File: src/sv/magnetometer_calibration_core_assert.svh
// Assertion macros used by the magnetometer calibration core
`ifndef MAGNETOMETER_CALIBRATION_CORE_ASSERT_SVH
`define MAGNETOMETER_CALIBRATION_CORE_ASSERT_SVH

// same-cycle implication, sampled on clk, off while arst_n is low
`define MCAL_ASSERT_IMP(lbl, ante, cons, msg) \
	lbl: assert property (@(posedge clk) disable iff (!arst_n) (ante) |-> (cons)) \
		else $error(msg);

// next-cycle implication, sampled on clk, off while arst_n is low
`define MCAL_ASSERT_NXT(lbl, ante, cons, msg) \
	lbl: assert property (@(posedge clk) disable iff (!arst_n) (ante) |=> (cons)) \
		else $error(msg);

`endif

File: src/sv/mcal_pkg.sv
// Types and constants of the magnetometer calibration datapath
package mcal_pkg;

	typedef logic signed [15:0] coef_t;
	typedef logic signed [16:0] cnt_t;
	typedef logic signed [17:0] diff_t;
	typedef logic signed [33:0] prod_t;
	typedef logic signed [19:0] field_t;

	typedef struct packed {
		logic s1;
		logic s2;
		logic s3;
		logic s4;
		logic s5;
	} stage_en_t;

	localparam int NUM_AXES = 3;

	localparam logic [2:0] REG_OFFSET_X    = 3'd0;
	localparam logic [2:0] REG_OFFSET_Y    = 3'd1;
	localparam logic [2:0] REG_OFFSET_Z    = 3'd2;
	localparam logic [2:0] REG_GAIN_XX     = 3'd3;
	localparam logic [2:0] REG_GAIN_YY     = 3'd4;
	localparam logic [2:0] REG_GAIN_ZZ     = 3'd5;
	localparam logic [2:0] REG_CROSS_TERMS = 3'd6;

	localparam coef_t       RST_OFFSET_X    = -16'sd283;
	localparam coef_t       RST_OFFSET_Y    = -16'sd164;
	localparam coef_t       RST_OFFSET_Z    = 16'sd882;
	localparam coef_t       RST_GAIN_XX     = 16'sd16449;
	localparam coef_t       RST_GAIN_YY     = 16'sd16498;
	localparam coef_t       RST_GAIN_ZZ     = 16'sd16230;
	localparam logic [47:0] RST_CROSS_TERMS = 48'd2602740875261;

	// count * 12 + 2, biased to stay non-negative before the divide by five
	localparam logic signed [20:0] SCALE_BIAS  = 21'sd393222;
	// ceil(2^22 / 5): exact floor division by five for the biased range
	localparam logic [19:0]        SCALE_RECIP = 20'd838861;
	localparam int                 RECIP_SHIFT = 22;
	localparam logic signed [18:0] SCALE_UNBIAS = 19'sd78644;

	localparam logic signed [35:0] ROUND_HALF = 36'sd8192;
	localparam field_t             FIELD_MAX  = 20'sd524287;
	localparam field_t             FIELD_MIN  = -20'sd524288;

endpackage

File: src/sv/mcal_merge.sv
// Merge stage: sum lane products per axis, round, saturate, flag clipping
module mcal_merge
	import mcal_pkg::*;
(
	input  logic      clk,
	input  stage_en_t en,
	input  prod_t     prod [NUM_AXES][NUM_AXES],
	output field_t    field [NUM_AXES],
	output logic      clipped
);

	field_t             field_q [NUM_AXES];
	logic               clipped_q;
	field_t             sat [NUM_AXES];
	logic [NUM_AXES-1:0] clip_ax;
	logic signed [35:0] acc [NUM_AXES];
	logic signed [21:0] rnd [NUM_AXES];

	always_comb begin
		for (int k = 0; k < NUM_AXES; k++) begin
			acc[k] = 36'(prod[0][k]) + 36'(prod[1][k]) + 36'(prod[2][k]) + ROUND_HALF;
			rnd[k] = $signed(acc[k][35:14]);
			if (rnd[k] > 22'(FIELD_MAX)) begin
				sat[k]     = FIELD_MAX;
				clip_ax[k] = 1'b1;
			end else if (rnd[k] < 22'(FIELD_MIN)) begin
				sat[k]     = FIELD_MIN;
				clip_ax[k] = 1'b1;
			end else begin
				sat[k]     = rnd[k][19:0];
				clip_ax[k] = 1'b0;
			end
		end
	end

	always_ff @(posedge clk) begin
		if (en.s5) begin
			field_q   <= sat;
			clipped_q <= |clip_ax;
		end
	end

	assign field   = field_q;
	assign clipped = clipped_q;

endmodule

File: config.mk
export PLATFORM = sky130hd
export DESIGN_NAME = mcal_merge
export DESIGN_NICKNAME = d
export VERILOG_FILES = /design/src/sv/magnetometer_calibration_core_assert.svh /design/src/sv/mcal_pkg.sv /design/src/sv/mcal_merge.sv
export SDC_FILE = /design/constraint.sdc
export NUM_CORES = 1
export LEC_CHECK = 0
export CORE_AREA = 5 5 143 145
export CTS_CLUSTER_SIZE = 8
export DETAILED_ROUTE_END_ITERATION = 6
export DIE_AREA = 0 0 148 150
export DONT_BUFFER_PORTS = 1
export GPL_TIMING_DRIVEN = 0
export PLACE_DENSITY = 0.87
export SKIP_CTS_REPAIR_TIMING = 1
export SYNTH_ARGS = -nofsm -noshare
export SYNTH_HDL_FRONTEND = slang
export SYNTH_SLANG_ARGS = --single-unit
File: constraint.sdc
create_clock -name clk -period 4.5 [get_ports clk]
set_clock_uncertainty 0.05 [all_clocks]
set_input_delay 0.45 -clock clk [delete_from_list [all_inputs] [get_ports clk]]
set_output_delay 0.45 -clock clk [all_outputs]
set_load 0.05 [all_outputs]
==> impl_metrics.py <==
metrics = {
    "status": {
        "status": "finished, final reports clean",
    },
    "timing": {
        "finalSetupViolations": 0,
        "period_share": 0.962,
        "max_slew_margin": 0.442,
        "tightest_slew_ps": 828,
        "setup_tns_ps": 0,
        "slew_violations": 0,
        "period_minus_slack_ps": 4330,
        "fin_ws_ps": 171,
        "rsz0062_at_grt": "false",
        "timing.final.hold_violations": 0,
        "clock.fmax_mhz": 231,
    },
    "worst_setup_path": {
        "crit_fanout": 10,
        "end_kind": "register",
        "crit_path_max_incr_delay_ps": 550,
        "worstPathRequired_ps": 4530,
        "cp_data_arrival_time_ps": 4360,
        "crit_buf_inv": 3,
        "crit_family": "compound AO/OA/AOI/OAI gates",
        "critical_path_class": "input pin to register",
        "start_kind": "input pin",
        "crit_path_cell_trace": "inv_1 -> fa_1 -> inv_1 -> ha_1 -> ha_1 -> a21o_1 -> a31o_2 -> o21ai_0 -> o2111ai_1 -> o211a_1 -> or4_1 -> o211ai_2 -> o21ai_4 -> buf_2 -> a21o_1",
        "cpMaxStageDelayCell": "or4_1",
    },
    "cts": {
        "clockBufferDepth": 2,
        "ctsRootBufferMaster": "clkbuf_16",
        "cts_buffers": 9,
        "ctsHtreeMaxLevel": 3,
        "clk_pin_slew_ps": 50,
        "cts_tree": "built",
        "clkSinkCount": 61,
    },
    "route": {
        "initialDrtViolationCount": 253,
        "wire_per_inst_um": 17.1,
        "wl_um": 27100,
        "remaining_drc_errors": 0,
        "avgViaCountPerCell": 5.58,
        "drt_pass1_iterations": 5,
        "final_antenna_net_count": 0,
        "via_count": 8856,
    },
    "die": {
        "coreArea_mm2": 0.0191,
        "ioPinCount": 373,
        "rows": 51,
        "die_x_um": 148,
        "start_util": 0.600,
        "die_y_um": 150,
        "dieArea_mm2": 0.0222,
    },
    "placement": {
        "place_congestion": 0.883,
        "dp_slack_ps": -247,
        "dp_hpwl_um": 23400,
        "port_buffers": 0,
    },
    "global_routing": {
        "grt_pass1_vias": 9131,
        "antenna_found_initial": 0,
        "grtUsageTotal": 0.239,
        "grt-ovfl-total": 0,
        "grt_pass1_wl_um": 42900,
        "grt_max_degree": 62,
    },
    "logic_synthesis": {
        "syn_nets": 1941,
        "async_flop_share": 0,
        "avgSynthCellArea_um2": 8.59,
        "synthCells": 1332,
        "synth-main-ff-cell": "edfxtp_1",
        "synth_edf_count": 61,
        "netlist_area_mm2": 0.0114,
        "yosysWarnings": 0,
        "synth.distinct_cells": 71,
        "yosysSeqAreaShare": 0.160,
        "synth_seq_cells": 61,
    },
    "cells_and_area": {
        "layout.nets": 1952,
        "drive_gt1_frac": 0.0445,
        "area_delta_synth_final_pct": 5.58,
        "antenna_cells": 0,
    },
    "power_and_ir_drop": {
        "vdd_ir_drop_max_mv": 0.281,
        "cellLeakagePower_nw": 6.97,
        "powerDensity_mw_per_mm2": 492,
    },
    "job": {
        "cap_violations": 0,
    },
    "worst_hold_path": {
        "min_path_type": "input pin to register",
    },
}
## layout make-up
cell class                      instances  area [um^2]
Sequential cell                        61         1830
Clock buffer                            9          225
Fill cell                            1532         7000
Clock inverter                          7         90.1
Buffer                                 12         72.6
Inverter                              454         1700
Multi-Input combinational cell        805         7860
Tap cell                              238          298
## placed cells by master, fill, tap and decap left out, types with 15 or more instances in the layout
cell type  netlist  layout
xor2_1          18      18
inv_1          454     454
ha_1           198     198
nand3_1         20      20
a21oi_1         71      71
xnor2_1         34      33
nand2_1         46      45
a21o_1          65      65
fa_1            99      99
o21ai_0         30      29
nand4_1         15      15
nor2_1          41      41
edfxtp_1        61      61
## synth_stat cells (7+ instances only)
cell	n	area share
a21o_1	65	0.043
a21o_2	10	0.0077
a21oi_1	71	0.031
a31oi_1	7	0.0038
and3_1	9	0.0049
edfxtp_1	61	0.16
fa_1	99	0.17
ha_1	198	0.22
inv_1	454	0.15
nand2_1	46	0.015
nand3_1	20	0.0087
nand4_1	15	0.0082
nor2_1	41	0.013
nor2b_1	13	0.0071
o211ai_1	8	0.0052
o21a_1	9	0.0059
o21ai_0	30	0.013
o21bai_1	9	0.0059
xnor2_1	34	0.026
xor2_1	18	0.014
## power breakdown
part	leakage [nW]	switching [mW]	total [mW]	internal (mW)
Clock	0.153	0.273	0.755	0.482
Combinational	6.22	1.69	3.03	1.33
Sequential	0.597	1.10	2.17	1.07
Total	6.97	3.07	5.95	2.88
## kinds of logic (layout without fill, tap and decap cells)
| group | count (synthesis) | count (layout) | synth area share |
|---|---|---|---|
| flip-flops | 61 | 61 | 0.160 |
| XOR/XNOR | 52 | 52 | 0.0398 |
| adder cells (fa/ha/maj) | 297 | 297 | 0.390 |
| AND/OR/NAND/NOR | 178 | 178 | 0.0788 |
| AO/OA/AOI/OAI | 276 | 276 | 0.175 |
| multiplexers | 2 | 2 | 0.00175 |
| buffers and inverters | 466 | 482 | 0.155 |
## worst paths after layout
kind         to  slack, ps  cells after the start      from
min   field[17]        180                      0     en[0]
max   field[10]        170                     15  prod[16]
## layer usage
metal	global-route usage	wire [um]	up-vias
met5	0	0	-
met4	0.101	1010	0
met3	0.0439	1630	68
met2	0.430	13800	340
met1	0.282	10700	4131
li1	-	-	4317
## per-stage QoR
stage	power (mW)	cells	hold slack, ps	util	instance area [um^2]
detailed placement	5.14	1570	519	0.615	11700
global placement	5.04	1570	517	0.615	11700
floorplan	4.42	1332	512	-	11400
global route	6.40	1586	162	0.633	12100
CTS	5.95	1586	166	0.632	12100
finish	5.95	1586	184	0.633	12100
## state kept, by name, summed over array words and instances (netlist names)
signal   count
clipped      1
field       60
(Power assumes the default switching activity.)
