===== src/sv/magnetometer_calibration_core_assert.svh =====
// Assertion macros used by the magnetometer calibration core
`ifndef MAGNETOMETER_CALIBRATION_CORE_ASSERT_SVH
`define MAGNETOMETER_CALIBRATION_CORE_ASSERT_SVH

// same-cycle implication, sampled on clk, off while arst_n is low
`define MCAL_ASSERT_IMP(lbl, ante, cons, msg) \
	lbl: assert property (@(posedge clk) disable iff (!arst_n) (ante) |-> (cons)) \
		else $error(msg);

// next-cycle implication, sampled on clk, off while arst_n is low
`define MCAL_ASSERT_NXT(lbl, ante, cons, msg) \
	lbl: assert property (@(posedge clk) disable iff (!arst_n) (ante) |=> (cons)) \
		else $error(msg);

`endif


===== src/sv/mcal_pkg.sv =====
// Types and constants of the magnetometer calibration datapath
package mcal_pkg;

	typedef logic signed [15:0] coef_t;
	typedef logic signed [16:0] cnt_t;
	typedef logic signed [17:0] diff_t;
	typedef logic signed [33:0] prod_t;
	typedef logic signed [19:0] field_t;

	typedef struct packed {
		logic s1;
		logic s2;
		logic s3;
		logic s4;
		logic s5;
	} stage_en_t;

	localparam int NUM_AXES = 3;

	localparam logic [2:0] REG_OFFSET_X    = 3'd0;
	localparam logic [2:0] REG_OFFSET_Y    = 3'd1;
	localparam logic [2:0] REG_OFFSET_Z    = 3'd2;
	localparam logic [2:0] REG_GAIN_XX     = 3'd3;
	localparam logic [2:0] REG_GAIN_YY     = 3'd4;
	localparam logic [2:0] REG_GAIN_ZZ     = 3'd5;
	localparam logic [2:0] REG_CROSS_TERMS = 3'd6;

	localparam coef_t       RST_OFFSET_X    = -16'sd283;
	localparam coef_t       RST_OFFSET_Y    = -16'sd164;
	localparam coef_t       RST_OFFSET_Z    = 16'sd882;
	localparam coef_t       RST_GAIN_XX     = 16'sd16449;
	localparam coef_t       RST_GAIN_YY     = 16'sd16498;
	localparam coef_t       RST_GAIN_ZZ     = 16'sd16230;
	localparam logic [47:0] RST_CROSS_TERMS = 48'd2602740875261;

	// count * 12 + 2, biased to stay non-negative before the divide by five
	localparam logic signed [20:0] SCALE_BIAS  = 21'sd393222;
	// ceil(2^22 / 5): exact floor division by five for the biased range
	localparam logic [19:0]        SCALE_RECIP = 20'd838861;
	localparam int                 RECIP_SHIFT = 22;
	localparam logic signed [18:0] SCALE_UNBIAS = 19'sd78644;

	localparam logic signed [35:0] ROUND_HALF = 36'sd8192;
	localparam field_t             FIELD_MAX  = 20'sd524287;
	localparam field_t             FIELD_MIN  = -20'sd524288;

endpackage


===== src/sv/mcal_lane.sv =====
// One axis lane: scale the count, remove hard iron, multiply by its matrix row
module mcal_lane
	import mcal_pkg::*;
(
	input  logic      clk,
	input  stage_en_t en,
	input  cnt_t      count,
	input  coef_t     offset,
	input  coef_t     gain [NUM_AXES],
	output prod_t     prod [NUM_AXES]
);

	logic        [19:0] n_s1;
	logic        [17:0] q_s2;
	diff_t              d_s3;
	prod_t              prod_s4 [NUM_AXES];

	logic signed [20:0] n_full;
	logic        [39:0] q_full;
	logic signed [18:0] d_full;

	assign n_full = (21'(count) <<< 3) + (21'(count) <<< 2) + SCALE_BIAS;
	assign q_full = 40'(n_s1) * 40'(SCALE_RECIP);
	assign d_full = $signed({1'b0, q_s2}) - SCALE_UNBIAS - 19'(offset);

	always_ff @(posedge clk) begin
		if (en.s1) begin
			n_s1 <= n_full[19:0];
		end
		if (en.s2) begin
			q_s2 <= q_full[RECIP_SHIFT+17:RECIP_SHIFT];
		end
		if (en.s3) begin
			d_s3 <= d_full[17:0];
		end
		if (en.s4) begin
			for (int k = 0; k < NUM_AXES; k++) begin
				prod_s4[k] <= 34'(d_s3) * 34'(gain[k]);
			end
		end
	end

	assign prod = prod_s4;

endmodule


===== config.mk =====
export PLATFORM = sky130hd
export DESIGN_NAME = mcal_lane
export DESIGN_NICKNAME = d
export VERILOG_FILES = /design/src/sv/magnetometer_calibration_core_assert.svh /design/src/sv/mcal_pkg.sv /design/src/sv/mcal_lane.sv
export SDC_FILE = /design/constraint.sdc
export NUM_CORES = 2
export LEC_CHECK = 0
export BUFFER_PORTS_ARGS = -buffer_cell sky130_fd_sc_hd__buf_2
export CORE_MARGIN = 3
export CORE_UTILIZATION = 30
export DETAILED_ROUTE_END_ITERATION = 10
export PLACE_DENSITY_LB_ADDON = 0.2
export SLEW_MARGIN = 20
export SYNTH_ARGS = -nofsm -noshare
export SYNTH_HDL_FRONTEND = slang
export SYNTH_SLANG_ARGS = --single-unit

===== constraint.sdc =====
create_clock -name clk -period 6.29 [get_ports clk]
set_input_delay 0.3145 -clock clk [delete_from_list [all_inputs] [get_ports clk]]
set_output_delay 0.3145 -clock clk [all_outputs]
set_load 0.02 [all_outputs]

==> metrics.md <==
| Metric | Value |
|---|---|
| Status | `finished clean` |
| Commonest non-fill, non-tap cell in the layout | `inv_1` |
| Die height | `396 um` |
| Post-synth EDFFs | `156` |
| Die W | `396 um` |
| Design area | `0.0551 mm^2` |
| CP Data Required Time | `6.69 ns` |
| Maximum clock rate | `159 MHz` |
| Placement row count | `142` |
| Startpoint types | `flip-flop` |
| Placement Setup Slack | `-0.285 ns` |
| Post-Synth Simple-Gate Area | `12.1%` |
| Critical Path End Type | `flip-flop` |
| Sequential fraction of the synthesis area | `10.3%` |
| Max Fanout on Critical Path | `13` |
| Multiplexer area fraction after synthesis | `0%` |
| Synthesis-to-finish area growth | `20.9%` |
| Yosys warns | `0` |
| Synth Flop Type | `edfxtp_1` |
| Post-Synth Adder-Cell Area | `58.1%` |
| Clock buffer count from CTS | `17` |
| CP Launch Point | `d_s3[9]$_DFFE_PP_` |
| Via density | `4.42` |
| Total grt overflow | `0` |
| Cell Area, Placed | `0.0523 mm^2` |
| Share of the synthesized area in the top cell type | `44.0%` |
| Post-synthesis xor/xnor area fraction | `3.00%` |
| Vias in the first global route | `35000` |
| Main combinational cell family by area after synthesis | `adder cells` |
| Final period util | `100%` |
| Total wire length | `119 mm` |
| Antenna violations before repair | `13` |
| Gpl congestion | `0.865` |
| IO Count | `189` |
| Port bufs | `187` |
| Mean Syn Cell Area | `9.72 um^2` |
| Net Count, Synth | `6286` |
| RSZ-0062 raised after global routing | `yes` |
| DR iter-0 viols | `1240` |
| Area leader, netlist | `fa_1` |
| Total core area | `0.150 mm^2` |
| Nets | `6887` |
| Worst Hold Class | `in2reg` |
| DIE AREA | `0.157 mm^2` |
| Crit path time final | `6.29 ns` |
| Relative slew margins | `43.4%` |
| Hold_sp | `en[2]` |
| Netlist cell types | `63` |
| CTS tree | `done` |
| Remaining antenna violation count | `0` |
| Root buffer cell | `clkbuf_16` |
| Clk slew on worst S/H paths | `0.10 ns` |
| Fin Clk Skew | `0.0385 ns` |
| # DRC | `0` |
| Largest net degree at the start of global routing | `53` |
| Routed length per instance | `16.3 um` |
| Hold WS | `0.198 ns` |
| Top post-synthesis cells by area | `fa_1 (44%), ha_1 (14%), inv_1 (10%)` |
| R2r startpoint | `d_s3[9]$_DFFE_PP_` |
| Compound-Gate Fraction of Synth Area | `4.95%` |
| Final Max Slew Viols | `0` |
| TritonCTS Sinks | `156` |
| Fraction of layout cells with a size suffix above 1 | `19.4%` |
| Initial Utilization | `30.3%` |
| Via count | `32400` |
| H-Tree Depth | `4` |
| Final WS setup | `0.00218 ns` |
| Yosys reg bits | `156` |
| Final hold violations | `0` |
| Final setup violation count | `0` |
| Type of the worst setup path | `reg2reg` |
| Max Cap Violations | `0` |
| Async set or reset register ratio after synthesis | `0%` |
| Cells after Synth | `4686` |
| Drt pass-1 iters | `7` |
| Most frequent cells in the layout | `inv_1 (1220), fa_1 (959), buf_4 (480)` |
| Worst Max-Slew Pin Slew | `0.848 ns` |
| First-pass GRT wire length | `192 mm` |
| Clk buf depth | `2` |
| Post-Syn Area | `0.0455 mm^2` |
| GRT Resource Usage Total | `15.7%` |
| Reg2Reg Setup Slack | `0.002 ns` |
| Critical Path AT | `6.69 ns` |
| Clock latency on the worst-skew pair | `0.56 ns` |
| HPWL Detailed | `101 mm` |
## sequential cells by signal, indices dropped and copies added (netlist names)
register	cells
prod	102
d_s3	18
n_s1	18
q_s2	18
## synthesized netlist by cell type, types with 6 or more instances
library cell and n:
o21a_1 17, a21oi_1 114, xnor2_1 122, a211oi_1 12, nor3_1 23, o21ai_0 60
a31o_2 6, a21o_1 40, and2_1 416, or3_1 10, and3_1 16, fa_1 1001
nor2_1 93, inv_1 1252, edfxtp_1 156, nand2_1 453, clkbuf_1 157, nand2b_1 24
nand3_1 34, a211o_1 7, ha_1 512, nor2b_1 10, a31oi_1 7, nand4_1 6
o21bai_1 20, xor2_1 34
## what timing repair did
action | in CTS | in global routing
setup endpoints to repair | 38 | 47
hold buffers | 1 | 0
buffers inserted | 31 | 34
pin swaps | 63 | 133
resized for setup | 106 | 238
endpoints found under the hold margin | 1 | 0
gates cloned | 3 | 6
## worst paths after layout
path | end | cells past startpoint
worst max register to register | prod[31]$_DFFE_PP_ | 24
worst max-delay path | prod[31]$_DFFE_PP_ | 24
worst min register to register | d_s3[1]$_DFFE_PP_ | 2
worst min-delay path | d_s3[17]$_DFFE_PP_ | 1
## kinds of logic (layout without fill, tap and decap cells)
logic type,count (synthesis),count (layout)
fa+ha+maj,1513,1513
compound gates,345,345
buf+inv,1412,2026
flops,156,156
other cells,0,2
simple gates,1104,1104
xor+xnor,156,156
## critical path, cell delays in order, from the launching register on
cell	delay, ns
edfxtp_1	0.44
buf_12	0.19
buf_12	0.14
buf_4	0.14
and2_4	0.16
fa_1	0.52
inv_2	0.04
fa_2	0.44
fa_2	0.55
inv_2	0.05
fa_1	0.44
fa_1	0.50
inv_2	0.04
fa_1	0.48
inv_2	0.05
ha_4	0.21
and4_4	0.18
a21oi_2	0.12
o21ai_2	0.08
a31o_4	0.23
o2111a_2	0.30
o21ai_2	0.17
a21oi_2	0.09
or4b_1	0.50
nand3_2	0.07
## metal layers
| layer | wire length, um | global-route usage [%] | part of all wire [%] |
|---|---|---|---|
| met2 | 59200 | 26.9 | 50 |
| met1 | 52800 | 21.0 | 44 |
| met5 | 12 | 0 | 0.010 |
| met3 | 4720 | 2.39 | 3.9 |
| met4 | 2780 | 3.69 | 2.3 |
## metrics by stage
step / utilization [%] / TNS, ns / instances
2_1_floorplan: - / 0 / 4686
3_3_place_gp: 34.8 / -2.94 / 7215
3_5_place_dp: 34.8 / -3.90 / 7215
4_1_cts: 35.7 / -0.0782 / 7281
5_1_grt: 36.6 / -2.33 / 7316
6_report: 36.6 / 0 / 7318
## final cells by class
| type | count | area, um^2 |
|---|---|---|
| Multi-Input combinational cell | 3118 | 36800 |
| Tap cell | 2016 | 2520 |
| Timing Repair Buffer | 742 | 5780 |
| Antenna cell | 2 | 5.00 |
| Inverter | 1252 | 4700 |
| Clock inverter | 15 | 134 |
| Fill cell | 15400 | 95200 |
| Sequential cell | 156 | 4680 |
| Clock buffer | 17 | 425 |
Power is not shown: default switching activity piles up to over one toggle a cycle in this logic, so the estimate is an artifact.
